## config.mk

```make
export PLATFORM = sky130hd
export DESIGN_NAME = serial_command_retry_link_flat
export DESIGN_NICKNAME = d
export VERILOG_FILES = /design/src/design/scrl_pkg.sv /design/src/design/scrl_if.sv /design/src/design/serial_command_retry_link.sv /design/src/design/scrl_ram.sv /design/src/design/scrl_front.sv /design/src/design/scrl_back.sv /design/src/flat_wrapper.sv
export VERILOG_INCLUDE_DIRS = /design/src /design/src/design
export SDC_FILE = /design/constraint.sdc
export NUM_CORES = 1
export LEC_CHECK = 0
export BUFFER_PORTS_ARGS = -buffer_cell sky130_fd_sc_hd__buf_2
export CAP_MARGIN = 10
export CORE_MARGIN = 5
export CORE_UTILIZATION = 25
export DETAILED_ROUTE_END_ITERATION = 16
export SYNTH_ARGS = -nofsm -noshare
export SYNTH_HDL_FRONTEND = slang
export SYNTH_SLANG_ARGS = --single-unit
```

## constraint.sdc

```tcl
create_clock -name clk -period 8.8 [get_ports clk]
set_input_delay 2.2 -clock clk [delete_from_list [all_inputs] [get_ports clk]]
set_output_delay 2.2 -clock clk [all_outputs]
set_load 0.01 [all_outputs]
```

## src/design/serial_command_retry_link_assert.svh

```systemverilog
// Assertion helpers for the serial command link, used by scrl_back.
`ifndef SERIAL_COMMAND_RETRY_LINK_ASSERT_SVH
`define SERIAL_COMMAND_RETRY_LINK_ASSERT_SVH

// The consequent must hold in the same cycle as the antecedent.
`define SCRL_ASSERT_IMP(name, clk, rstn, ante, cons, msg) \
	name: assert property (@(posedge clk) disable iff (!rstn) (ante) |-> (cons)) \
		else $error(msg);

// The consequent must hold in the cycle after the antecedent.
`define SCRL_ASSERT_NEXT(name, clk, rstn, ante, cons, msg) \
	name: assert property (@(posedge clk) disable iff (!rstn) (ante) |=> (cons)) \
		else $error(msg);

`endif

```

## src/design/scrl_pkg.sv

```systemverilog
package scrl_pkg;

	localparam int RX_DEPTH = 16;
	localparam int RX_AW = $clog2(RX_DEPTH);
	localparam int RX_CW = $clog2(RX_DEPTH + 1);

	localparam int QUEUE_DEPTH = 2;
	localparam int QUEUE_AW = $clog2(QUEUE_DEPTH);
	localparam int QUEUE_CW = $clog2(QUEUE_DEPTH + 1);

	localparam int FRAME_LEN = 6;
	localparam int MIN_FRAME_LEN = 4;

	localparam logic [7:0] SYNC_0 = 8'h55;
	localparam logic [7:0] SYNC_1 = 8'hAA;
	localparam logic [7:0] SEQ_TOP = 8'd200;
	localparam logic [7:0] EXPECT_FF = 8'hFF;

	localparam logic [7:0] CODE_EQ = 8'h01;
	localparam logic [7:0] CODE_TREBLE = 8'h02;
	localparam logic [7:0] CODE_BASS = 8'h03;
	localparam logic [7:0] CODE_VIBRATION = 8'h05;
	localparam logic [7:0] CODE_QUERY_A = 8'h09;
	localparam logic [7:0] CODE_QUERY_B = 8'h0A;

	localparam logic [1:0] FUNC_CMD = 2'd0;
	localparam logic [1:0] FUNC_RX = 2'd1;
	localparam logic [1:0] FUNC_IDLE = 2'd2;
	localparam logic [1:0] FUNC_TICK = 2'd3;

	localparam logic KIND_TX = 1'b0;
	localparam logic KIND_STATUS = 1'b1;

	localparam logic [2:0] OUTCOME_NONE = 3'd0;
	localparam logic [2:0] OUTCOME_APPLIED = 3'd1;
	localparam logic [2:0] OUTCOME_NO_SETTING = 3'd2;
	localparam logic [2:0] OUTCOME_GAVE_UP = 3'd3;
	localparam logic [2:0] OUTCOME_REFUSED = 3'd4;

	localparam int CFG_IW = 1;
	localparam int CFG_DW = 16;
	localparam logic [CFG_IW-1:0] CFG_REPLY_TIMEOUT = 1'd0;
	localparam logic [CFG_IW-1:0] CFG_RETRY_LIMIT = 1'd1;

	localparam logic [15:0] REPLY_TIMEOUT_RESET = 16'd200;
	localparam logic [2:0] RETRY_LIMIT_RESET = 3'd3;
	localparam logic [7:0] EQ_RESET = 8'd1;
	localparam logic [7:0] TREBLE_RESET = 8'd50;
	localparam logic [7:0] BASS_RESET = 8'd50;
	localparam logic [7:0] VIBRATION_RESET = 8'd0;

	typedef enum logic [1:0] {
		OP_CMD,
		OP_RX,
		OP_IDLE,
		OP_TICK
	} op_t;

	typedef struct packed {
		op_t op;
		logic [7:0] code;
		logic [7:0] value;
		logic [7:0] rx_byte;
		logic expect_ff;
	} work_t;

	typedef struct packed {
		logic kind;
		logic [7:0] tx_byte;
		logic last;
		logic [2:0] outcome;
		logic [7:0] eq_mode;
		logic [7:0] treble_level;
		logic [7:0] bass_level;
		logic [7:0] vibration_level;
		logic busy_res;
	} result_t;

endpackage

```

## src/design/scrl_if.sv

```systemverilog
interface scrl_item_if;
	logic valid;
	logic ready;
	logic [1:0] func;
	logic [7:0] cmd_code;
	logic [7:0] cmd_value;
	logic [7:0] rx_byte;

	modport source(output valid, func, cmd_code, cmd_value, rx_byte, input ready);
	modport sink(input valid, func, cmd_code, cmd_value, rx_byte, output ready);
endinterface

interface scrl_result_if;
	logic valid;
	logic ready;
	logic kind;
	logic [7:0] tx_byte;
	logic last;
	logic [2:0] outcome;
	logic [7:0] eq_mode;
	logic [7:0] treble_level;
	logic [7:0] bass_level;
	logic [7:0] vibration_level;
	logic busy_res;

	modport source(output valid, kind, tx_byte, last, outcome, eq_mode, treble_level,
		bass_level, vibration_level, busy_res, input ready);
	modport sink(input valid, kind, tx_byte, last, outcome, eq_mode, treble_level,
		bass_level, vibration_level, busy_res, output ready);
endinterface

```

## src/design/serial_command_retry_link.sv

```systemverilog
// Command link with framed sends, reply matching and timed resends.
// Input words arrive on item (valid/ready): func selects a command, a received
// line byte, a line-idle event or a timer tick. Result words leave on result:
// six transmit words per frame sent, one status word, or both, with last on the final
// word that an input word causes. Registers are written through cfg_we, cfg_index
// and cfg_wdata; the user must write them only while the block is idle, which the
// block does not enforce. Index 0 is the reply timeout in ticks, index 1 the
// retry limit. A two-entry queue sits in front of the sequencer, so inputs are
// taken while earlier work is still being answered. Received bytes and ticks that
// cause no resend leave the sequencer idle. An accepted command's first frame
// byte is loaded into the output register once the sequencer is in its send
// state, then one byte a cycle while the output is not stalled. A line-idle check
// reads the receive store one byte a cycle, then checks the frame and offers its
// status word, if any. A stalled receiver holds the output register; the
// sequencer waits on it and the queue fills, after which item.ready falls.
// Reset clears all control state and the sequence number and sets the settings to
// their reset values; the receive store is not cleared and needs no clearing pass.
module serial_command_retry_link (
	input logic clk,
	input logic arst_n,
	scrl_item_if.sink item,
	scrl_result_if.source result,
	input logic cfg_we,
	input logic [scrl_pkg::CFG_IW-1:0] cfg_index,
	input logic [scrl_pkg::CFG_DW-1:0] cfg_wdata
);

	logic work_valid;
	logic work_ready;
	scrl_pkg::work_t work;

	scrl_front u_front (
		.clk(clk),
		.arst_n(arst_n),
		.item(item),
		.work_valid(work_valid),
		.work_ready(work_ready),
		.work(work)
	);

	scrl_back u_back (
		.clk(clk),
		.arst_n(arst_n),
		.work_valid(work_valid),
		.work_ready(work_ready),
		.work(work),
		.result(result),
		.cfg_we(cfg_we),
		.cfg_index(cfg_index),
		.cfg_wdata(cfg_wdata)
	);

endmodule

```

## src/design/scrl_ram.sv

```systemverilog
module scrl_ram #(
	parameter int WIDTH = 8,
	parameter int DEPTH = 16
) (
	input logic clk,
	input logic we,
	input logic [$clog2(DEPTH)-1:0] waddr,
	input logic [WIDTH-1:0] wdata,
	input logic re,
	input logic [$clog2(DEPTH)-1:0] raddr,
	output logic [WIDTH-1:0] rdata
);

	logic [WIDTH-1:0] mem_q [DEPTH];

	always_ff @(posedge clk) begin
		if (we) begin
			mem_q[waddr] <= wdata;
		end
		if (re) begin
			rdata <= mem_q[raddr];
		end
	end

endmodule

```

## src/design/scrl_front.sv

```systemverilog
module scrl_front (
	input logic clk,
	input logic arst_n,
	scrl_item_if.sink item,
	output logic work_valid,
	input logic work_ready,
	output scrl_pkg::work_t work
);

	scrl_pkg::work_t entry_q [scrl_pkg::QUEUE_DEPTH];
	scrl_pkg::work_t incoming;
	logic [scrl_pkg::QUEUE_AW-1:0] wr_ptr_q;
	logic [scrl_pkg::QUEUE_AW-1:0] rd_ptr_q;
	logic [scrl_pkg::QUEUE_CW-1:0] count_q;
	logic push;
	logic pop;

	always_comb begin
		incoming.op = scrl_pkg::OP_TICK;
		unique case (item.func)
			scrl_pkg::FUNC_CMD: incoming.op = scrl_pkg::OP_CMD;
			scrl_pkg::FUNC_RX: incoming.op = scrl_pkg::OP_RX;
			scrl_pkg::FUNC_IDLE: incoming.op = scrl_pkg::OP_IDLE;
			scrl_pkg::FUNC_TICK: incoming.op = scrl_pkg::OP_TICK;
		endcase
		incoming.code = item.cmd_code;
		incoming.value = item.cmd_value;
		incoming.rx_byte = item.rx_byte;
		// Query codes are answered with 0xFF in byte 3 rather than the sequence number.
		incoming.expect_ff = (item.cmd_code == scrl_pkg::CODE_QUERY_A) ||
			(item.cmd_code == scrl_pkg::CODE_QUERY_B);
	end

	assign item.ready = count_q != scrl_pkg::QUEUE_CW'(scrl_pkg::QUEUE_DEPTH);
	assign work_valid = count_q != '0;
	assign work = entry_q[rd_ptr_q];
	assign push = item.valid && item.ready;
	assign pop = work_valid && work_ready;

	always_ff @(posedge clk or negedge arst_n) begin
		if (!arst_n) begin
			wr_ptr_q <= '0;
			rd_ptr_q <= '0;
			count_q <= '0;
		end else begin
			if (push) begin
				wr_ptr_q <= (wr_ptr_q == scrl_pkg::QUEUE_AW'(scrl_pkg::QUEUE_DEPTH - 1)) ?
					'0 : wr_ptr_q + 1'b1;
			end
			if (pop) begin
				rd_ptr_q <= (rd_ptr_q == scrl_pkg::QUEUE_AW'(scrl_pkg::QUEUE_DEPTH - 1)) ?
					'0 : rd_ptr_q + 1'b1;
			end
			case ({push, pop})
				2'b10: count_q <= count_q + 1'b1;
				2'b01: count_q <= count_q - 1'b1;
				default: count_q <= count_q;
			endcase
		end
	end

	always_ff @(posedge clk) begin
		if (push) begin
			entry_q[wr_ptr_q] <= incoming;
		end
	end

endmodule

```

## src/design/scrl_back.sv

```systemverilog
`include "serial_command_retry_link_assert.svh"

module scrl_back (
	input logic clk,
	input logic arst_n,
	input logic work_valid,
	output logic work_ready,
	input scrl_pkg::work_t work,
	scrl_result_if.source result,
	input logic cfg_we,
	input logic [scrl_pkg::CFG_IW-1:0] cfg_index,
	input logic [scrl_pkg::CFG_DW-1:0] cfg_wdata
);

	typedef enum logic [2:0] {
		ST_IDLE,
		ST_SEND,
		ST_SUM,
		ST_CHECK,
		ST_STATUS
	} state_t;

	localparam logic [2:0] FRAME_LAST = 3'(scrl_pkg::FRAME_LEN - 1);

	state_t state_q;
	logic [15:0] reply_timeout_q;
	logic [2:0] retry_limit_q;
	logic [7:0] seq_q;
	logic [7:0] pcode_q;
	logic [7:0] pval_q;
	logic [7:0] expect_q;
	logic wait_q;
	logic [15:0] timer_q;
	logic [2:0] tos_q;
	logic [scrl_pkg::RX_CW-1:0] rx_count_q;
	logic [7:0] eq_q;
	logic [7:0] treble_q;
	logic [7:0] bass_q;
	logic [7:0] vib_q;
	logic [2:0] frame_idx_q;
	logic giveup_q;
	logic [2:0] status_q;
	logic [scrl_pkg::RX_CW-1:0] rd_ptr_q;
	logic [scrl_pkg::RX_CW-1:0] idx_s1;
	logic pend_s1;
	logic [7:0] sum_q;
	logic [7:0] b3_q;
	logic hdr_ok_q;
	logic res_valid_q;
	scrl_pkg::result_t res_q;

	logic slot_free;
	logic pop;
	logic load;
	logic emit_req;
	scrl_pkg::result_t emit_word;
	logic [7:0] seq_next;
	logic [15:0] timer_inc;
	logic [2:0] tos_next;
	logic [7:0] frame_sum;
	logic [7:0] frame_byte;
	logic [scrl_pkg::RX_CW-1:0] last_idx;
	logic setting_hit;
	logic accept_reply;
	logic apply;
	logic ram_we;
	logic ram_re;
	logic [7:0] ram_rdata;

	// Configuration registers.
	always_ff @(posedge clk or negedge arst_n) begin
		if (!arst_n) begin
			reply_timeout_q <= scrl_pkg::REPLY_TIMEOUT_RESET;
			retry_limit_q <= scrl_pkg::RETRY_LIMIT_RESET;
		end else if (cfg_we) begin
			unique case (cfg_index)
				scrl_pkg::CFG_REPLY_TIMEOUT: reply_timeout_q <= cfg_wdata;
				scrl_pkg::CFG_RETRY_LIMIT: retry_limit_q <= cfg_wdata[2:0];
			endcase
		end
	end

	assign slot_free = !res_valid_q || result.ready;
	assign work_ready = state_q == ST_IDLE;
	assign pop = work_valid && work_ready;

	assign seq_next = (seq_q < scrl_pkg::SEQ_TOP) ? seq_q + 8'd1 : 8'd0;
	assign timer_inc = timer_q + 16'd1;
	assign tos_next = (tos_q == 3'd7) ? 3'd7 : tos_q + 3'd1;
	assign frame_sum = scrl_pkg::SYNC_0 + scrl_pkg::SYNC_1 + seq_q + pcode_q + pval_q;
	assign last_idx = rx_count_q - scrl_pkg::RX_CW'(1);
	assign setting_hit = (pcode_q == scrl_pkg::CODE_EQ) || (pcode_q == scrl_pkg::CODE_TREBLE) ||
		(pcode_q == scrl_pkg::CODE_BASS) || (pcode_q == scrl_pkg::CODE_VIBRATION);
	assign accept_reply = hdr_ok_q && wait_q && (b3_q == expect_q);
	assign apply = (b3_q == seq_q) && setting_hit;

	always_comb begin
		unique case (frame_idx_q)
			3'd0: frame_byte = scrl_pkg::SYNC_0;
			3'd1: frame_byte = scrl_pkg::SYNC_1;
			3'd2: frame_byte = seq_q;
			3'd3: frame_byte = pcode_q;
			3'd4: frame_byte = pval_q;
			default: frame_byte = frame_sum;
		endcase
	end

	// The settings and busy flag are already final for the item being answered.
	always_comb begin
		emit_req = (state_q == ST_SEND) || (state_q == ST_STATUS);
		emit_word.kind = (state_q == ST_STATUS) ? scrl_pkg::KIND_STATUS : scrl_pkg::KIND_TX;
		emit_word.tx_byte = (state_q == ST_SEND) ? frame_byte : 8'd0;
		emit_word.last = (state_q == ST_STATUS) || ((frame_idx_q == FRAME_LAST) && !giveup_q);
		emit_word.outcome = (state_q == ST_STATUS) ? status_q : scrl_pkg::OUTCOME_NONE;
		emit_word.eq_mode = eq_q;
		emit_word.treble_level = treble_q;
		emit_word.bass_level = bass_q;
		emit_word.vibration_level = vib_q;
		emit_word.busy_res = wait_q;
	end

	assign load = emit_req && slot_free;

	assign ram_we = pop && (work.op == scrl_pkg::OP_RX) &&
		(rx_count_q < scrl_pkg::RX_CW'(scrl_pkg::RX_DEPTH));
	assign ram_re = (state_q == ST_SUM) && (rd_ptr_q < rx_count_q);

	scrl_ram #(
		.WIDTH(8),
		.DEPTH(scrl_pkg::RX_DEPTH)
	) u_rx_store (
		.clk(clk),
		.we(ram_we),
		.waddr(rx_count_q[scrl_pkg::RX_AW-1:0]),
		.wdata(work.rx_byte),
		.re(ram_re),
		.raddr(rd_ptr_q[scrl_pkg::RX_AW-1:0]),
		.rdata(ram_rdata)
	);

	always_ff @(posedge clk or negedge arst_n) begin
		if (!arst_n) begin
			state_q <= ST_IDLE;
			seq_q <= '0;
			pcode_q <= '0;
			pval_q <= '0;
			expect_q <= '0;
			wait_q <= 1'b0;
			timer_q <= '0;
			tos_q <= '0;
			rx_count_q <= '0;
			eq_q <= scrl_pkg::EQ_RESET;
			treble_q <= scrl_pkg::TREBLE_RESET;
			bass_q <= scrl_pkg::BASS_RESET;
			vib_q <= scrl_pkg::VIBRATION_RESET;
			frame_idx_q <= '0;
			giveup_q <= 1'b0;
			status_q <= scrl_pkg::OUTCOME_NONE;
			rd_ptr_q <= '0;
			idx_s1 <= '0;
			pend_s1 <= 1'b0;
			sum_q <= '0;
			b3_q <= '0;
			hdr_ok_q <= 1'b0;
			res_valid_q <= 1'b0;
		end else begin
			if (load) begin
				res_valid_q <= 1'b1;
			end else if (result.ready) begin
				res_valid_q <= 1'b0;
			end
			pend_s1 <= 1'b0;
			unique case (state_q)
				ST_IDLE: begin
					if (work_valid) begin
						unique case (work.op)
							scrl_pkg::OP_CMD: begin
								if (wait_q) begin
									status_q <= scrl_pkg::OUTCOME_REFUSED;
									state_q <= ST_STATUS;
								end else begin
									seq_q <= seq_next;
									pcode_q <= work.code;
									pval_q <= work.value;
									expect_q <= work.expect_ff ? scrl_pkg::EXPECT_FF : seq_next;
									wait_q <= 1'b1;
									timer_q <= '0;
									tos_q <= '0;
									frame_idx_q <= '0;
									giveup_q <= 1'b0;
									state_q <= ST_SEND;
								end
							end
							scrl_pkg::OP_RX: begin
								// Bytes beyond the store are dropped.
								if (rx_count_q < scrl_pkg::RX_CW'(scrl_pkg::RX_DEPTH)) begin
									rx_count_q <= rx_count_q + 1'b1;
								end
							end
							scrl_pkg::OP_IDLE: begin
								if (rx_count_q > scrl_pkg::RX_CW'(scrl_pkg::MIN_FRAME_LEN)) begin
									rd_ptr_q <= '0;
									sum_q <= '0;
									hdr_ok_q <= 1'b1;
									state_q <= ST_SUM;
								end else begin
									rx_count_q <= '0;
								end
							end
							scrl_pkg::OP_TICK: begin
								if (wait_q) begin
									if (timer_inc >= reply_timeout_q) begin
										timer_q <= '0;
										tos_q <= tos_next;
										frame_idx_q <= '0;
										giveup_q <= tos_next >= retry_limit_q;
										if (tos_next >= retry_limit_q) begin
											wait_q <= 1'b0;
										end
										state_q <= ST_SEND;
									end else begin
										timer_q <= timer_inc;
									end
								end
							end
						endcase
					end
				end
				ST_SEND: begin
					if (slot_free) begin
						if (frame_idx_q == FRAME_LAST) begin
							status_q <= scrl_pkg::OUTCOME_GAVE_UP;
							state_q <= giveup_q ? ST_STATUS : ST_IDLE;
						end else begin
							frame_idx_q <= frame_idx_q + 3'd1;
						end
					end
				end
				ST_SUM: begin
					// Reads run ahead of the checks; the read data lands in the next cycle.
					if (ram_re) begin
						rd_ptr_q <= rd_ptr_q + 1'b1;
						idx_s1 <= rd_ptr_q;
						pend_s1 <= 1'b1;
					end
					if (pend_s1) begin
						if ((idx_s1 == scrl_pkg::RX_CW'(0)) && (ram_rdata != scrl_pkg::SYNC_0)) begin
							hdr_ok_q <= 1'b0;
						end
						if ((idx_s1 == scrl_pkg::RX_CW'(1)) && (ram_rdata != scrl_pkg::SYNC_1)) begin
							hdr_ok_q <= 1'b0;
						end
						if (idx_s1 == scrl_pkg::RX_CW'(3)) begin
							b3_q <= ram_rdata;
						end
						if (idx_s1 == last_idx) begin
							if (ram_rdata != sum_q) begin
								hdr_ok_q <= 1'b0;
							end
						end else begin
							sum_q <= sum_q + ram_rdata;
						end
					end
					if (!ram_re && !pend_s1) begin
						state_q <= ST_CHECK;
					end
				end
				ST_CHECK: begin
					rx_count_q <= '0;
					if (accept_reply) begin
						wait_q <= 1'b0;
						status_q <= apply ? scrl_pkg::OUTCOME_APPLIED : scrl_pkg::OUTCOME_NO_SETTING;
						if (b3_q == seq_q) begin
							unique case (pcode_q)
								scrl_pkg::CODE_EQ: eq_q <= pval_q;
								scrl_pkg::CODE_TREBLE: treble_q <= pval_q;
								scrl_pkg::CODE_BASS: bass_q <= pval_q;
								scrl_pkg::CODE_VIBRATION: vib_q <= pval_q;
								default: ;
							endcase
						end
						state_q <= ST_STATUS;
					end else begin
						state_q <= ST_IDLE;
					end
				end
				ST_STATUS: begin
					if (slot_free) begin
						state_q <= ST_IDLE;
					end
				end
				default: state_q <= ST_IDLE;
			endcase
		end
	end

	always_ff @(posedge clk) begin
		if (load) begin
			res_q <= emit_word;
		end
	end

	assign result.valid = res_valid_q;
	assign result.kind = res_q.kind;
	assign result.tx_byte = res_q.tx_byte;
	assign result.last = res_q.last;
	assign result.outcome = res_q.outcome;
	assign result.eq_mode = res_q.eq_mode;
	assign result.treble_level = res_q.treble_level;
	assign result.bass_level = res_q.bass_level;
	assign result.vibration_level = res_q.vibration_level;
	assign result.busy_res = res_q.busy_res;

	`SCRL_ASSERT_IMP(a_frame_idx, clk, arst_n, state_q == ST_SEND, frame_idx_q <= FRAME_LAST, "frame index past end of frame")
	`SCRL_ASSERT_IMP(a_rx_bound, clk, arst_n, 1'b1, rx_count_q <= scrl_pkg::RX_CW'(scrl_pkg::RX_DEPTH), "receive count beyond store depth")
	`SCRL_ASSERT_IMP(a_giveup_idle, clk, arst_n, load && (emit_word.outcome == scrl_pkg::OUTCOME_GAVE_UP), !wait_q, "give-up reported while still waiting")
	`SCRL_ASSERT_NEXT(a_cmd_starts, clk, arst_n, pop && (work.op == scrl_pkg::OP_CMD) && !wait_q, (state_q == ST_SEND) && wait_q, "accepted command did not start a frame")

endmodule
```

## src/flat_wrapper.sv

```systemverilog
// flat-port wrapper written by rule: the top's interface ports become plain ports
module serial_command_retry_link_flat 
  (clk, arst_n, cfg_we, cfg_index, cfg_wdata, item_valid, item_func, item_cmd_code, item_cmd_value, item_rx_byte, item_ready, result_valid, result_kind, result_tx_byte, result_last, result_outcome, result_eq_mode, result_treble_level, result_bass_level, result_vibration_level, result_busy_res, result_ready);
  scrl_item_if item_i ();
  scrl_result_if result_i ();
  input logic clk;
  input logic arst_n;
  input logic cfg_we;
  input logic [scrl_pkg::CFG_IW-1:0] cfg_index;
  input logic [scrl_pkg::CFG_DW-1:0] cfg_wdata;
  input wire logic [$bits(item_i.valid)-1:0] item_valid;
  input wire logic [$bits(item_i.func)-1:0] item_func;
  input wire logic [$bits(item_i.cmd_code)-1:0] item_cmd_code;
  input wire logic [$bits(item_i.cmd_value)-1:0] item_cmd_value;
  input wire logic [$bits(item_i.rx_byte)-1:0] item_rx_byte;
  output wire logic [$bits(item_i.ready)-1:0] item_ready;
  output wire logic [$bits(result_i.valid)-1:0] result_valid;
  output wire logic [$bits(result_i.kind)-1:0] result_kind;
  output wire logic [$bits(result_i.tx_byte)-1:0] result_tx_byte;
  output wire logic [$bits(result_i.last)-1:0] result_last;
  output wire logic [$bits(result_i.outcome)-1:0] result_outcome;
  output wire logic [$bits(result_i.eq_mode)-1:0] result_eq_mode;
  output wire logic [$bits(result_i.treble_level)-1:0] result_treble_level;
  output wire logic [$bits(result_i.bass_level)-1:0] result_bass_level;
  output wire logic [$bits(result_i.vibration_level)-1:0] result_vibration_level;
  output wire logic [$bits(result_i.busy_res)-1:0] result_busy_res;
  input wire logic [$bits(result_i.ready)-1:0] result_ready;
  assign item_i.valid = item_valid;
  assign item_i.func = item_func;
  assign item_i.cmd_code = item_cmd_code;
  assign item_i.cmd_value = item_cmd_value;
  assign item_i.rx_byte = item_rx_byte;
  assign item_ready = item_i.ready;
  assign result_valid = result_i.valid;
  assign result_kind = result_i.kind;
  assign result_tx_byte = result_i.tx_byte;
  assign result_last = result_i.last;
  assign result_outcome = result_i.outcome;
  assign result_eq_mode = result_i.eq_mode;
  assign result_treble_level = result_i.treble_level;
  assign result_bass_level = result_i.bass_level;
  assign result_vibration_level = result_i.vibration_level;
  assign result_busy_res = result_i.busy_res;
  assign result_i.ready = result_ready;
  serial_command_retry_link u_core (.clk(clk), .arst_n(arst_n), .item(item_i), .result(result_i), .cfg_we(cfg_we), .cfg_index(cfg_index), .cfg_wdata(cfg_wdata));
endmodule
```

Word level (Yosys, flattened, before mapping)
Memory sizes are Yosys's and may differ from the RTL's. A register that Yosys moved wholly into a read port is not among the register bits.
Cells that the tools add are included.
{ "classes": {"add_sub_neg": 15, "order_cmp": 6, "n_eq_ne": 59, "muxes": 89, "n_bitwise": 2, "n_reduce_logical": 56} }
{ "op_table": {"columns": ["op", "count"], "rows": [
  ["two-way mux 3 bit", 26],
  ["two-way mux 8 bit", 7],
  ["two-way mux 16 bit", 3],
  ["one-hot mux 8 bit (5 select lines)", 1],
  ["two-way mux 5 bit", 7],
  ["!= test 2 bit (second input constant)", 16],
  ["one-hot mux 16 bit (2 select lines)", 1],
  ["one-hot mux 5 bit (2 select lines)", 3],
  ["two-way mux 1 bit", 27],
  ["adder 8 bit", 3],
  ["!= test 3 bit (second input constant)", 8],
  ["AND reduction 4 bit", 6],
  ["AND reduction 5 bit", 4],
  ["one-hot mux 3 bit (2 select lines)", 3],
  ["one-hot mux 3 bit (3 select lines)", 2],
  ["adder 16 x 1 -> 16 bit (second input constant)", 1],
  ["== test 8 x 2 -> 1 bit (second input constant)", 2],
  ["== test 8 x 4 -> 1 bit (second input constant)", 2],
  ["== test 8 bit", 2],
  ["greater-or-equal comparator 16 bit", 1],
  ["one-hot mux 8 bit (2 select lines)", 1],
  ["one-hot mux 3 bit (5 select lines)", 1],
  ["nonzero test 2 bit", 7],
  ["logical AND 1 bit", 13],
  ["45 further kinds", 80]
]} }
{ "word_totals": {"reg_bits": 197, "mem_bits_rw": 182, "out_inout_bits": 48, "elab_cells": 266, "mem_count": 2} }
{ "mem_list": {"columns": ["name", "depth", "width", "rd", "rd_ports_with_merged_regs", "wr", "line_no", "source"], "rows": [
  ["u_core.u_back.u_rx_store.mem_q", 16, 8, 1, 1, 1, "scrl_ram.sv:14", "logic [WIDTH-1:0] mem_q [DEPTH];"],
  ["u_core.u_front.entry_q", 2, 27, 1, 0, 1, "scrl_front.sv:10", "scrl_pkg::work_t entry_q [scrl_pkg::QUEUE_DEPTH];"]
]} }

Longest topological paths before layout
Gate-level depths: netlist of the first run.
{ "depth": {"depth_word": 9, "mapped_depth": 17} }

By module
From an unflattened synthesis of the first run, not the netlist that was laid out.
{ "unflattened": {"hier_cells": 1268, "hier_area_um2": 17483.0} }
{ "modules_own_cells": {"columns": ["mod", "n_inst", "cells_each", "area_each_um2"], "rows": [
  ["scrl_back", 1, 933, 10074.7],
  ["scrl_ram", 1, 229, 5227.5],
  ["scrl_front", 1, 106, 2180.8]
]} }

Least setup slack after synthesis of the first run
Ideal clock, no wire load.
{ "synth_path": {"kind": "input to register", "startpoint": "in result_ready", "endpoint": "reg u_core.u_back.res_q, in the netlist u_core.u_back.result.bass_level[0] (enable)", "setup_ns": 0.449, "t_arrival_ns": 4.188, "required_ns": 8.351, "slack_ns": 4.163, "stages": 2, "n_path_buf": 0, "cell_sequence": "nor2b_1 nor2_1"} }
{ "synth_between": {"elab_chain_cells": 2} }
{ "synth_rtl": {"columns": ["item", "line_no", "source"], "rows": [
  ["start: declaration", "flat_wrapper.sv:27", "input wire logic [$bits(result_i.ready)-1:0] result_ready;"],
  ["logical OR 1 bit", "scrl_back.sv:83", "assign slot_free = !res_valid_q || result.ready;"],
  ["logical AND 1 bit", "scrl_back.sv:122", "assign load = emit_req && slot_free;"],
  ["net u_core.u_back.load", "scrl_back.sv:54", "logic load;"],
  ["end signal: assignment", "scrl_back.sv:299", "res_q <= emit_word;"],
  ["end: declaration", "scrl_back.sv:50", "scrl_pkg::result_t res_q;"]
]} }
The timed path passes the listed nets, and every way through them passes these cells.
A chain may end at the register's enable or synchronous reset.

Final worst setup path of the first run
{ "layout_path": {"startpoint": "reg u_core.u_back.timer_q[0]", "endpoint": "reg u_core.u_back.timer_q[9]"} }
{ "layout_between": {"elab_chain_cells": 5} }
{ "layout_rtl": {"columns": ["item", "line_no", "source"], "rows": [
  ["start: declaration", "scrl_back.sv:33", "logic [15:0] timer_q;"],
  ["start signal: assignment", "scrl_back.sv:222", "timer_q <= timer_inc;"],
  ["adder 16 x 1 -> 16 bit *", "scrl_back.sv:88", "assign timer_inc = timer_q + 16'd1;"],
  ["greater-or-equal comparator 16 bit", "scrl_back.sv:212", "if (timer_inc >= reply_timeout_q) begin"],
  ["two-way mux 16 bit *", "scrl_back.sv:212", null],
  ["two-way mux 16 bit *", "scrl_back.sv:211", "if (wait_q) begin"],
  ["one-hot mux 16 bit (2 select lines) *", "scrl_back.sv:176", "unique case (work.op)"]
]} }
Mark *: on every way between the ends. The rest lies on a longest branch, timed or not. The select of a mux whose other input is x is not followed.

==> qor.txt, run 1 <==
Worst Path Max Fanout = 20
Clock tree sinks = 387
FMAX = 226 MHz
Synthesis-to-finish area growth = 16.1%
YS warnings = 0
Mapped Cells = 1284
Max_slew headroom = 0.195
RSZ-0062 raised after global routing = no
IO Count = 96
First-pass GRT wire length = 62000 um
Die height = 276 um
CP Class = reg2reg
Fin. max-slew vios = 0
Seq pwr share = 0.416
Leak Pwr = 7.95 nW
WL/cell = 16.5 um
Post-synth EDFFs = 236
Tightest Pin Transition = 1.20 ns
Status = completed
Synth unique cells = 79
Fin worst setup slack = 4.38 ns
Clock Skew = 0.0169 ns
Total Wirelength = 38900 um
Seq cells post-synth = 387
Final net count = 1493
DRT iter0 DRCs = 693
Core Area = 70000 um2
Crit start category = flop
Number of global-route vias before repair = 10900
Grt ovf = 0
Cell Int Power = 4.20 mW
Syn_nets = 1399
Die width = 276 um
Final core occ = 0.292
Largest net degree at the start of global routing = 78
Seq/Total Area, Yosys = 0.617
Finish-stage setup viols = 0
Syn_area_per_cell = 13.7 um2
Final min period = 4.42 ns
Post-CTS resize count = 0
Setup_tns = 0 ns
Die footprint = 75900 um2
Clock share of power = 0.267
Most instantiated cells after synthesis = edfxtp_1, dfrtp_1, nand2_1
Prevailing post-synth register cell = edfxtp_1
Worst vdd ir = 151 uV
Vias after detailed routing = 10400
CTS Buf Count = 43
FP Rows = 97
Final hold viol count = 0
Period utilization = 0.503
Starting Density = 0.252
Drt drc = 0
First-pass DRT Iterations = 6
DP HPWL = 27300 um
Post-CTS Hold Fix Bufs = 0
Clk_lat worst skew = 0.56 ns
Power Total = 6.39 mW
Max cap viols = 0
Share of the synthesized area in the top cell type = 0.402
Asr flop ratio synth = 0.390
Antenna Nets Post-Route = 0
Clock transition at path regs = 0.06 ns
CP endpoint kind = flop
Min-delay worst type = reg2reg
Most common cell in the synthesized netlist = edfxtp_1
Root buffer cell = clkbuf_16
Power Dens Cells = 312 nW/um2
NetSw = 2.20 mW
Port Buf Inserts = 95
Comb power frac = 0.317
Share of cells above drive strength 1 = 0.215
Yosys top cell by area = edfxtp_1
Post-CTS setup buffer count = 0
Sw Share = 0.344
CTS tree = built
Max Buffers Root-to-Sink = 3
WP data required = 9.27 ns
Tot GR Track Use = 0.102
GP Congestion = 0.831
Number of antenna violations at the first check in global routing = 1
Vias per inst = 4.43
Critical Path AT = 4.89 ns
Pre-CTS setup slack = 4.47 ns
H-Tree Depth = 2
Mapped Area = 17600 um2
Synth area leaders = edfxtp_1, dfrtp_1, mux4_2
## cell type report
| class | instances | area, um2 |
|---|---|---|
| Fill cell | 7053 | 49600 |
| Tap cell | 940 | 1180 |
| Antenna cell | 1 | 2.50 |
| Sequential cell | 387 | 10900 |
| Timing Repair Buffer | 103 | 542 |
| Inverter | 78 | 293 |
| Clock buffer | 64 | 1240 |
| Clock inverter | 15 | 108 |
| Multi-Input combinational cell | 765 | 6220 |
## cells in the final DEF (no fill, tap or decap), types with 8 or more instances in the layout
cell / netlist / routed
a21o_1: 9 / 9
mux2_4: 16 / 16
mux2_2: 43 / 43
a22o_1: 9 / 9
nor2_1: 55 / 53
ha_1: 59 / 59
dfrtp_1: 139 / 137
a41oi_1: 8 / 8
nand2b_1: 9 / 9
xnor2_1: 43 / 43
mux2i_1: 19 / 19
and2_1: 22 / 22
xor2_1: 21 / 21
and3_1: 14 / 13
inv_1: 77 / 77
buf_4: 1 / 8
buf_2: 21 / 94
mux4_2: 40 / 40
nand3_1: 36 / 36
o21ai_0: 59 / 59
nand2_1: 89 / 89
fa_1: 8 / 8
nor3_1: 25 / 24
clkbuf_1: 23 / 15
a21oi_1: 56 / 56
a31oi_1: 9 / 9
dfstp_2: 12 / 12
edfxtp_1: 236 / 236
clkbuf_16: 0 / 45
## sequential cells by signal, summed over array words and instances (netlist names), 16 cells and up
signal,cells
u_core.u_back.u_rx_store.mem_q,128
u_core.u_back.timer_q,16
u_core.u_front.entry_q,54
u_core.u_back.reply_timeout_q,16
## cell families after synthesis
group / after synthesis / synth area share
xor+xnor: 64 / 0.0318
buf+inv: 132 / 0.0315
compound gates: 211 / 0.0770
flops: 387 / 0.617
fa+ha+maj: 67 / 0.0509
simple gates: 305 / 0.0888
mux: 118 / 0.103
## metrics by stage
| stage | instance area [um2] | hold WS (ns) | cells |
|---|---|---|---|
| 2_1_floorplan | 17600 | 0.421 | 1284 |
| 3_3_place_gp | 19100 | 0.429 | 2273 |
| 3_5_place_dp | 19100 | 0.433 | 2273 |
| 4_1_cts | 20500 | 0.447 | 2352 |
| 5_1_grt | 20500 | 0.458 | 2352 |
| 6_report | 20500 | 0.450 | 2353 |
## path summary, 6_finish.rpt
check,from,slack (ns),to,depth (start not counted)
setup / recovery,u_core.u_back.timer_q[0],4.38,u_core.u_back.timer_q[9],13
hold / removal,u_core.u_back.treble_q[3],0.45,u_core.u_back.result.treble_level[3],0
max in group asynchronous,arst_n,5.55,u_core.u_back.rd_ptr_q[0],2
setup reg to reg,u_core.u_back.timer_q[0],4.38,u_core.u_back.timer_q[9],13
hold reg to reg,u_core.u_back.treble_q[3],0.45,u_core.u_back.result.treble_level[3],0
min in group asynchronous,arst_n,1.66,u_core.u_back.bass_q[0],1
## power groups by stage
stage | sequential [mW] | combinational [mW] | clock, mW
2_1_floorplan | 2.58 | 1.52 | 0
3_3_place_gp | 2.69 | 1.98 | 0
3_5_place_dp | 2.70 | 2.04 | 0
4_1_cts | 2.66 | 2.05 | 1.76
5_1_grt | 2.70 | 2.27 | 1.84
6_report | 2.66 | 2.03 | 1.71
## critical path: stages (launching register included)
cell,delay [ns]
dfrtp_1,0.43
ha_1,0.30
nand3_1,0.23
nor3_1,0.53
and3_1,0.29
xor2_1,0.17
ha_1,0.25
and3_1,0.17
and2_0,0.15
a31oi_1,0.13
o21ai_1,0.27
nor3_2,1.03
a21oi_1,0.17
o21ai_0,0.20
## layer usage
metal  share of wire  vias up  global-route usage
met2            0.47      236               0.164
met4           0.019        0              0.0262
li1                -     4928                   -
met1            0.46     5204               0.140
met5               0        -                   0
met3           0.052       58              0.0239
Note: power is estimated with default switching activity, not from simulation.
==> run 2, diff against run 1 <==
==> constraint.sdc (replaced) <==
create_clock -name clk -period 4.5 [get_ports clk]
set_input_delay 1.125 -clock clk [delete_from_list [all_inputs] [get_ports clk]]
set_output_delay 1.125 -clock clk [all_outputs]
set_load 0.01 [all_outputs]
==> run 2 against run 1 <==
Net effect: flip-flop and latch count unchanged; non-clock buffer count up 9; final area up 0.68%; die area unchanged; global-route usage about the same; sequential share of layout area down 0.37 points; first-iteration DRC count up 10%; critical endpoint is now u_core.u_back.frame_idx_q[2]; hold slack worse by 0.0079 ns; clock power up 110%; critical path depth down 1; register-to-register slack worse by 4.0 ns; combinational power up 96%.
==> qor.txt, run 2 (synthesis gave the netlist of run 1 again) <==
Crit start category = flop
Slowest cell on crit path = nor3_1
Period utilization = 0.906 (+0.404)
Synthesis-to-finish area growth = 16.8%
IO Count = 96 (unchanged)
Max_slew headroom = 0.287 (+0.0914)
Worst vdd ir = 291 uV (+92%)
Port Buf Inserts = 95 (unchanged)
Multi-input logic area = 6220 um2 (about the same)
Delay of the slowest critical-path stage = 0.50 ns (-0.53 ns)
Clk_lat worst skew = 0.56 ns (about the same)
FF-to-FF setup slack = 0.42 ns (-3.96 ns)
Tightest Pin Transition = 1.07 ns (-0.135 ns)
CP endpoint kind = flop
Grt ovf = 0 (unchanged)
CP Class = reg2reg
Vias after detailed routing = 10500 (+0.70%)
Finish-stage setup viols = 0 (unchanged)
Hold path cells = 0 (unchanged)
CTS tree = built
Min-delay worst type = reg2reg
Worst Path Max Fanout = 12 (-40%)
Die height = 276 um (unchanged)
Cell Int Power = 8.43 mW (+100%)
Tot GR Track Use = 0.102 (-0.000201)
Seq pwr share = 0.408 (-0.008)
Final hold viol count = 0 (unchanged)
Max Buffers Root-to-Sink = 3 (unchanged)
Crit-path cells = ha_1 -> nand3_1 -> nor3_1 -> and3_1 -> xor2_1 -> ha_1 -> a21o_1 -> a21o_1 -> or3_1 -> or2_1 -> nand2_1 -> mux2_2
Clock tree sinks = 387 (unchanged)
Power Dens Cells = 619 nW/um2 (+98%)
GP Congestion = 0.823 (-0.95%)
Hold path start = u_core.u_back.eq_q[2]
DP HPWL = 27500 um (+0.59%)
R2R Path End = u_core.u_back.frame_idx_q[2]
Starting Density = 0.252 (unchanged)
Total Wirelength = 39000 um (+0.19%)
Share of cells above drive strength 1 = 0.218 (+0.00332)
Most frequent cells in the layout = edfxtp_1, dfrtp_1, buf_2
WL/cell = 16.5 um (about the same)
Post-CTS Hold Fix Bufs = 0 (unchanged)
DRT iter0 DRCs = 764 (+10%)
Post-CTS resize count = 0 (unchanged)
Final net count = 1500 (+0.47%)
Leak Pwr = 8.04 nW (+1.1%)
FP Rows = 97 (unchanged)
Hold EP = u_core.u_back.result.eq_mode[2]
R2R depth = 12 (-1)
Vias per inst = 4.45 (+0.44%)
Max reg flops = 128 (unchanged)
Drt drc = 0 (unchanged)
H-Tree Depth = 2 (unchanged)
Critical Path Start = u_core.u_back.timer_q[0]
Clock Skew = 0.0300 ns (+0.0130 ns)
Core Area = 70000 um2 (unchanged)
Largest registers = u_core.u_back.u_rx_store.mem_q: 128 flops, u_core.u_front.entry_q: 54 flops
Largest reg by FF count = u_core.u_back.u_rx_store.mem_q
Die footprint = 75900 um2 (unchanged)
Pre-CTS setup slack = 0.419 ns (-4.05 ns)
First-pass DRT Iterations = 5 (-1)
Sw Share = 0.339 (-0.00510)
Fin worst setup slack = 0.421 ns (-3.96 ns)
Status = completed
Commonest non-fill, non-tap cell in the layout = edfxtp_1
Clock share of power = 0.280 (+0.013)
Critical Path AT = 4.53 ns (-0.36 ns)
Number of antenna violations at the first check in global routing = 1 (unchanged)
FMAX = 245 MHz (+8.4%)
Comb power frac = 0.312 (-0.005)
Worst R2R Start = u_core.u_back.timer_q[0]
Root buffer cell = clkbuf_16
Die width = 276 um (unchanged)
Final min period = 4.08 ns (-0.344 ns)
Clock transition at path regs = 0.06 ns (about the same)
WP data required = 4.95 ns (-4.32 ns)
Fin. max-slew vios = 0 (unchanged)
Largest net degree at the start of global routing = 90 (+15%)
Number of global-route vias before repair = 10800 (-0.76%)
Setup_tns = 0 ns (unchanged)
Max cap viols = 0 (unchanged)
NetSw = 4.32 mW (+96%)
Post-CTS setup buffer count = 0 (unchanged)
RSZ-0062 raised after global routing = no
First-pass GRT wire length = 61600 um (-0.62%)
Fill cells = 7053 (unchanged)
CTS Buf Count = 41 (-4.7%)
Antenna Nets Post-Route = 0 (unchanged)
Sequential cell area = 10900 um2 (about the same)
-- run 2: cell types whose count changed in the layout (fill, tap and decap cells not counted), sizes merged --
cell      change
bufinv        +6
clkinvlp      -3
clkbuf        -9
inv           +1
buf           +9
clkinv        +2
-- run 2: area by class of cell --
| cell class | count | share of cell area |
|---|---|---|
| sequential | 387 | 0.528 |
| multi-input combinational | 765 | 0.302 |
| tap | 940 | 0.0571 |
| clock buffer | 55 | 0.0549 |
| timing repair buffer | 112 | 0.0296 |
| inverter | 78 | 0.0142 |
| clock inverter | 21 | 0.0140 |
| antenna | 1 | 0.000121 |
-- run 2: power groups by stage --
stage               sequential [mW]  clock [mW]  combinational [mW]
floorplan                      5.05           0                2.97
global placement               5.25           0                3.88
detailed placement             5.27           0                3.99
CTS                            5.21        3.66                4.02
global route                   5.28        3.81                4.47
finish                         5.20        3.57                3.98
-- run 2: critical path, delay by kind of cell (launching register included) --
kind | cells | cell delay [ns]
DFF | 1 | 0.41
adders and majority gates | 2 | 0.56
and+or+nand+nor | 6 | 1.98
AOI/OAI and AO/OA | 2 | 0.48
xor gates and xnor gates | 1 | 0.17
muxes | 1 | 0.35
-- run 2: per-layer routing --
| layer | track usage | part of all wire | routed length (um) |
|---|---|---|---|
| met4 | 0.0244 | 0.017 | 655 |
| met2 | 0.163 | 0.47 | 18200 |
| met1 | 0.144 | 0.46 | 18100 |
| met5 | 0 | 0 | 0 |
| met3 | 0.0203 | 0.053 | 2060 |
-- run 2: how the worst max path moves through the flow --
stage,cells after the start,end,slack [ns]
5_1_grt,12,u_core.u_back.frame_idx_q[2],0.17
4_1_cts,12,u_core.u_back.frame_idx_q[2],0.42
2_1_floorplan,2,u_core.u_back.result.bass_level[0],0.94
3_3_place_gp,12,u_core.u_back.frame_idx_q[2],0.55
3_5_place_dp,12,u_core.u_back.frame_idx_q[2],0.42
6_report,12,u_core.u_back.frame_idx_q[2],0.42
-- run 2: per-stage QoR --
stage / util / instance area (um2) / hold slack (ns) / total power [mW] / std cells
finish: 0.294 / 20600 / 0.442 / 12.7 / 2359
global route: 0.294 / 20600 / 0.448 / 13.6 / 2358
CTS: 0.294 / 20600 / 0.443 / 12.9 / 2358
detailed placement: 0.274 / 19200 / 0.428 / 9.27 / 2282
global placement: 0.274 / 19200 / 0.431 / 9.13 / 2282
floorplan: - / 17600 / 0.421 / 8.02 / 1284
==> run 3, diff against run 2 <==
--- a/config.mk
+++ b/config.mk
@@ -6,11 +6,16 @@
 export SDC_FILE = /design/constraint.sdc
 export NUM_CORES = 1
 export LEC_CHECK = 0
+export ABC_AREA = 1
 export BUFFER_PORTS_ARGS = -buffer_cell sky130_fd_sc_hd__buf_2
 export CAP_MARGIN = 10
+export CELL_PAD_IN_SITES_DETAIL_PLACEMENT = 0
+export CELL_PAD_IN_SITES_GLOBAL_PLACEMENT = 1
+export CORE_ASPECT_RATIO = 2
 export CORE_MARGIN = 5
 export CORE_UTILIZATION = 25
 export DETAILED_ROUTE_END_ITERATION = 16
+export PLACE_DENSITY_LB_ADDON = 0.1
 export SYNTH_ARGS = -nofsm -noshare
 export SYNTH_HDL_FRONTEND = slang
 export SYNTH_SLANG_ARGS = --single-unit
==> run 3 against run 2 <==
Net effect: combinational power increased by 26%; sequential power about the same; utilization is essentially flat; count of clock-buffer cells in the layout up 1; clock skew down 0.012 ns; hold slack improved by 0.0020 ns; largest cell class unchanged; non-clock buffer count increased by 25; power is 6.5% higher; critical path type unchanged.
==> qor.txt, run 3 <==
Non-Filler Instances = 2769 (+17%)
Power Dens Cells = 653 nW/um2 (+5.6%)
Syn_area_per_cell = 10.4 um2 (-24%)
CTS Buf Count = 40 (-2.4%)
Worst vdd ir = 283 uV (-2.9%)
Number of antenna violations at the first check in global routing = 0 (-1)
Most instantiated cells after synthesis = nand2_1, edfxtp_1, nor2_1
Asr flop ratio synth = 0.390 (unchanged)
Antenna Nets Post-Route = 0 (unchanged)
Pre-CTS setup slack = 1.21 ns (+0.796 ns)
Root buffer cell = clkbuf_16
Grt met3 use = 0.0150 (-0.00528)
Period utilization = 0.727 (-0.180)
Clock tree sinks = 387 (unchanged)
Number of global-route vias before repair = 12900 (+20%)
First-pass DRT Iterations = 4 (-1)
Setup_tns = 0 ns (unchanged)
Final net count = 1944 (+30%)
Fill cells = 7364 (+4.4%)
Post-synth EDFFs = 236 (unchanged)
DRT iter0 DRCs = 495 (-35%)
Prevailing post-synth register cell = edfxtp_1
Yosys top cell by area = edfxtp_1
GP Congestion = 0.845 (+2.7%)
Min-delay worst type = reg2reg
Largest reg by FF count = u_core.u_back.u_rx_store.mem_q
Crit start category = flop
WP data required = 4.92 ns (-0.03 ns)
R2R depth = 16 (+4)
Vias per inst = 4.45 (about the same)
Placed Cells = 2697 (+18%)
Critical Path AT = 3.69 ns (-0.84 ns)
GRT met2 Usage = 0.289 (+0.126)
Synth area leaders = edfxtp_1, dfrtp_1, nand2_1
Final core occ = 0.294 (about the same)
Syn_nets = 1816 (+30%)
Max cap viols = 0 (unchanged)
Mapped Cells = 1701 (+32%)
IO Count = 96 (unchanged)
Clock transition at path regs = 0.06 ns (about the same)
Max reg flops = 128 (unchanged)
Commonest non-fill, non-tap cell in the layout = nand2_1
YS warnings = 0 (unchanged)
Hold path cells = 0 (unchanged)
Tightest Pin Transition = 1.04 ns (-0.0287 ns)
Drt drc = 0 (unchanged)
WL/cell = 19.3 um (+17%)
Most common cell in the synthesized netlist = nand2_1
Synthesis-to-finish area growth = 17.3%
CP endpoint kind = flop
Finish-stage setup viols = 0 (unchanged)
ANT cells = 0 (-1)
Leak Pwr = 8.68 nW (+8.0%)
Max_slew headroom = 0.307 (+0.0207)
M1 GR Usage = 0.129 (-0.0148)
Mapped Area = 17700 um2 (+0.53%)
Multi-input logic area = 6030 um2 (-3.0%)
Post-CTS setup buffer count = 0 (unchanged)
Vias after detailed routing = 12300 (+17%)
DP HPWL = 40400 um (+47%)
H-Tree Depth = 2 (unchanged)
FP Rows = 138 (+42%)
Tot GR Track Use = 0.138 (+0.0361)
CTS tree = built
Sequential cell area = 10900 um2 (unchanged)
FMAX = 306 MHz (+25%)
Final min period = 3.27 ns (-0.808 ns)
CP Class = reg2reg
Gr busiest metal = met2
Share of cells above drive strength 1 = 0.128 (-0.0899)
Die footprint = 76700 um2 (+0.93%)
Fin worst setup slack = 1.23 ns (+0.808 ns)
Total Wirelength = 53400 um (+37%)
Starting Density = 0.251 (-0.000799)
Max Buffers Root-to-Sink = 3 (unchanged)
Post-CTS Hold Fix Bufs = 0 (unchanged)
Largest net degree at the start of global routing = 65 (-28%)
Seq/Total Area, Yosys = 0.614 (-0.00322)
Clk_lat worst skew = 0.56 ns (about the same)
Die height = 387 um (+40%)
Most frequent cells in the layout = nand2_1, edfxtp_1, nor2_1
Seq cells post-synth = 387 (unchanged)
Synth unique cells = 44 (-44%)
Share of the synthesized area in the top cell type = 0.400 (-0.00210)
Largest registers = u_core.u_back.u_rx_store.mem_q: 128 flops, u_core.u_front.entry_q: 54 flops
Die width = 198 um (-28%)
First-pass GRT wire length = 80200 um (+30%)
Clock Skew = 0.0183 ns (-0.0116 ns)
Post-CTS resize count = 0 (unchanged)
Status = completed
Worst Path Max Fanout = 10 (-2)
Final hold viol count = 0 (unchanged)
RSZ-0062 raised after global routing = no
Grt ovf = 0 (unchanged)
Port Buf Inserts = 95 (unchanged)
Core Area = 70600 um2 (+0.85%)
Fin. max-slew vios = 0 (unchanged)
[run 3: cell families (layout without fill, tap and decap cells)]
group           Yosys count  in the layout  synth area share
simple gates            730            730             0.175
mux                      18             18            0.0103
buf+inv                 215            373            0.0469
fa+ha+maj                67             67            0.0507
xor+xnor                 50             50            0.0247
compound gates          234            234            0.0787
flops                   387            387             0.614
[run 3: layout make-up]
cell class | count | area share
Clock buffer | 56 | 0.0540
Clock inverter | 16 | 0.00897
Tap cell | 910 | 0.0548
Inverter | 164 | 0.0296
Sequential cell | 387 | 0.524
Timing Repair Buffer | 137 | 0.0389
Multi-Input combinational cell | 1099 | 0.290
[run 3: through the flow]
stage / hold WS, ns / power, mW / area [um2]
global placement: 0.436 / 10.4 / 19500
CTS: 0.444 / 13.9 / 20800
finish: 0.444 / 13.6 / 20800
global route: 0.459 / 14.5 / 20800
floorplan: 0.425 / 8.36 / 17700
detailed placement: 0.431 / 10.5 / 19500
[run 3: routing by layer]
| metal | vias to the layer above | wire length, um |
|---|---|---|
| met5 | - | 0 |
| met2 | 179 | 32000 |
| met1 | 5982 | 17900 |
| met4 | 0 | 2250 |
| li1 | 6078 | - |
| met3 | 75 | 1360 |
[run 3: final timing paths]
path	startpoint	endpoint	slack [ns]
min in group asynchronous	arst_n	u_core.u_back.result.valid	0.55
hold / removal	u_core.u_back.vib_q[0]	u_core.u_back.result.vibration_level[0]	0.44
setup / recovery	u_core.u_back.timer_q[0]	u_core.u_back.timer_q[7]	1.23
hold reg to reg	u_core.u_back.vib_q[0]	u_core.u_back.result.vibration_level[0]	0.44
max in group asynchronous	arst_n	u_core.u_back.reply_timeout_q[3]	3.02
setup reg to reg	u_core.u_back.timer_q[0]	u_core.u_back.timer_q[7]	1.23
[run 3: worst max-delay path: stages, from the launching register on]
cell and delay (ns):
dfrtp_1 0.42, ha_1 0.23, nand3_1 0.13, nor2_1 0.26, nand3_1 0.16, nor2_1 0.17, nand3_1 0.09, nand2_1 0.07
nand2_1 0.07, ha_1 0.28, nand2_1 0.06, nor4_1 0.23, nand2_1 0.14, nand2_1 0.12, clkinv_1 0.29, nand2_1 0.31
o21ai_0 0.11
[run 3: power breakdown]
| part | total, mW | switching [mW] | internal, mW |
|---|---|---|---|
| clock network | 3.39 | 1.42 | 1.97 |
| logic | 5.01 | 3.41 | 1.59 |
| registers | 5.18 | 0.453 | 4.72 |
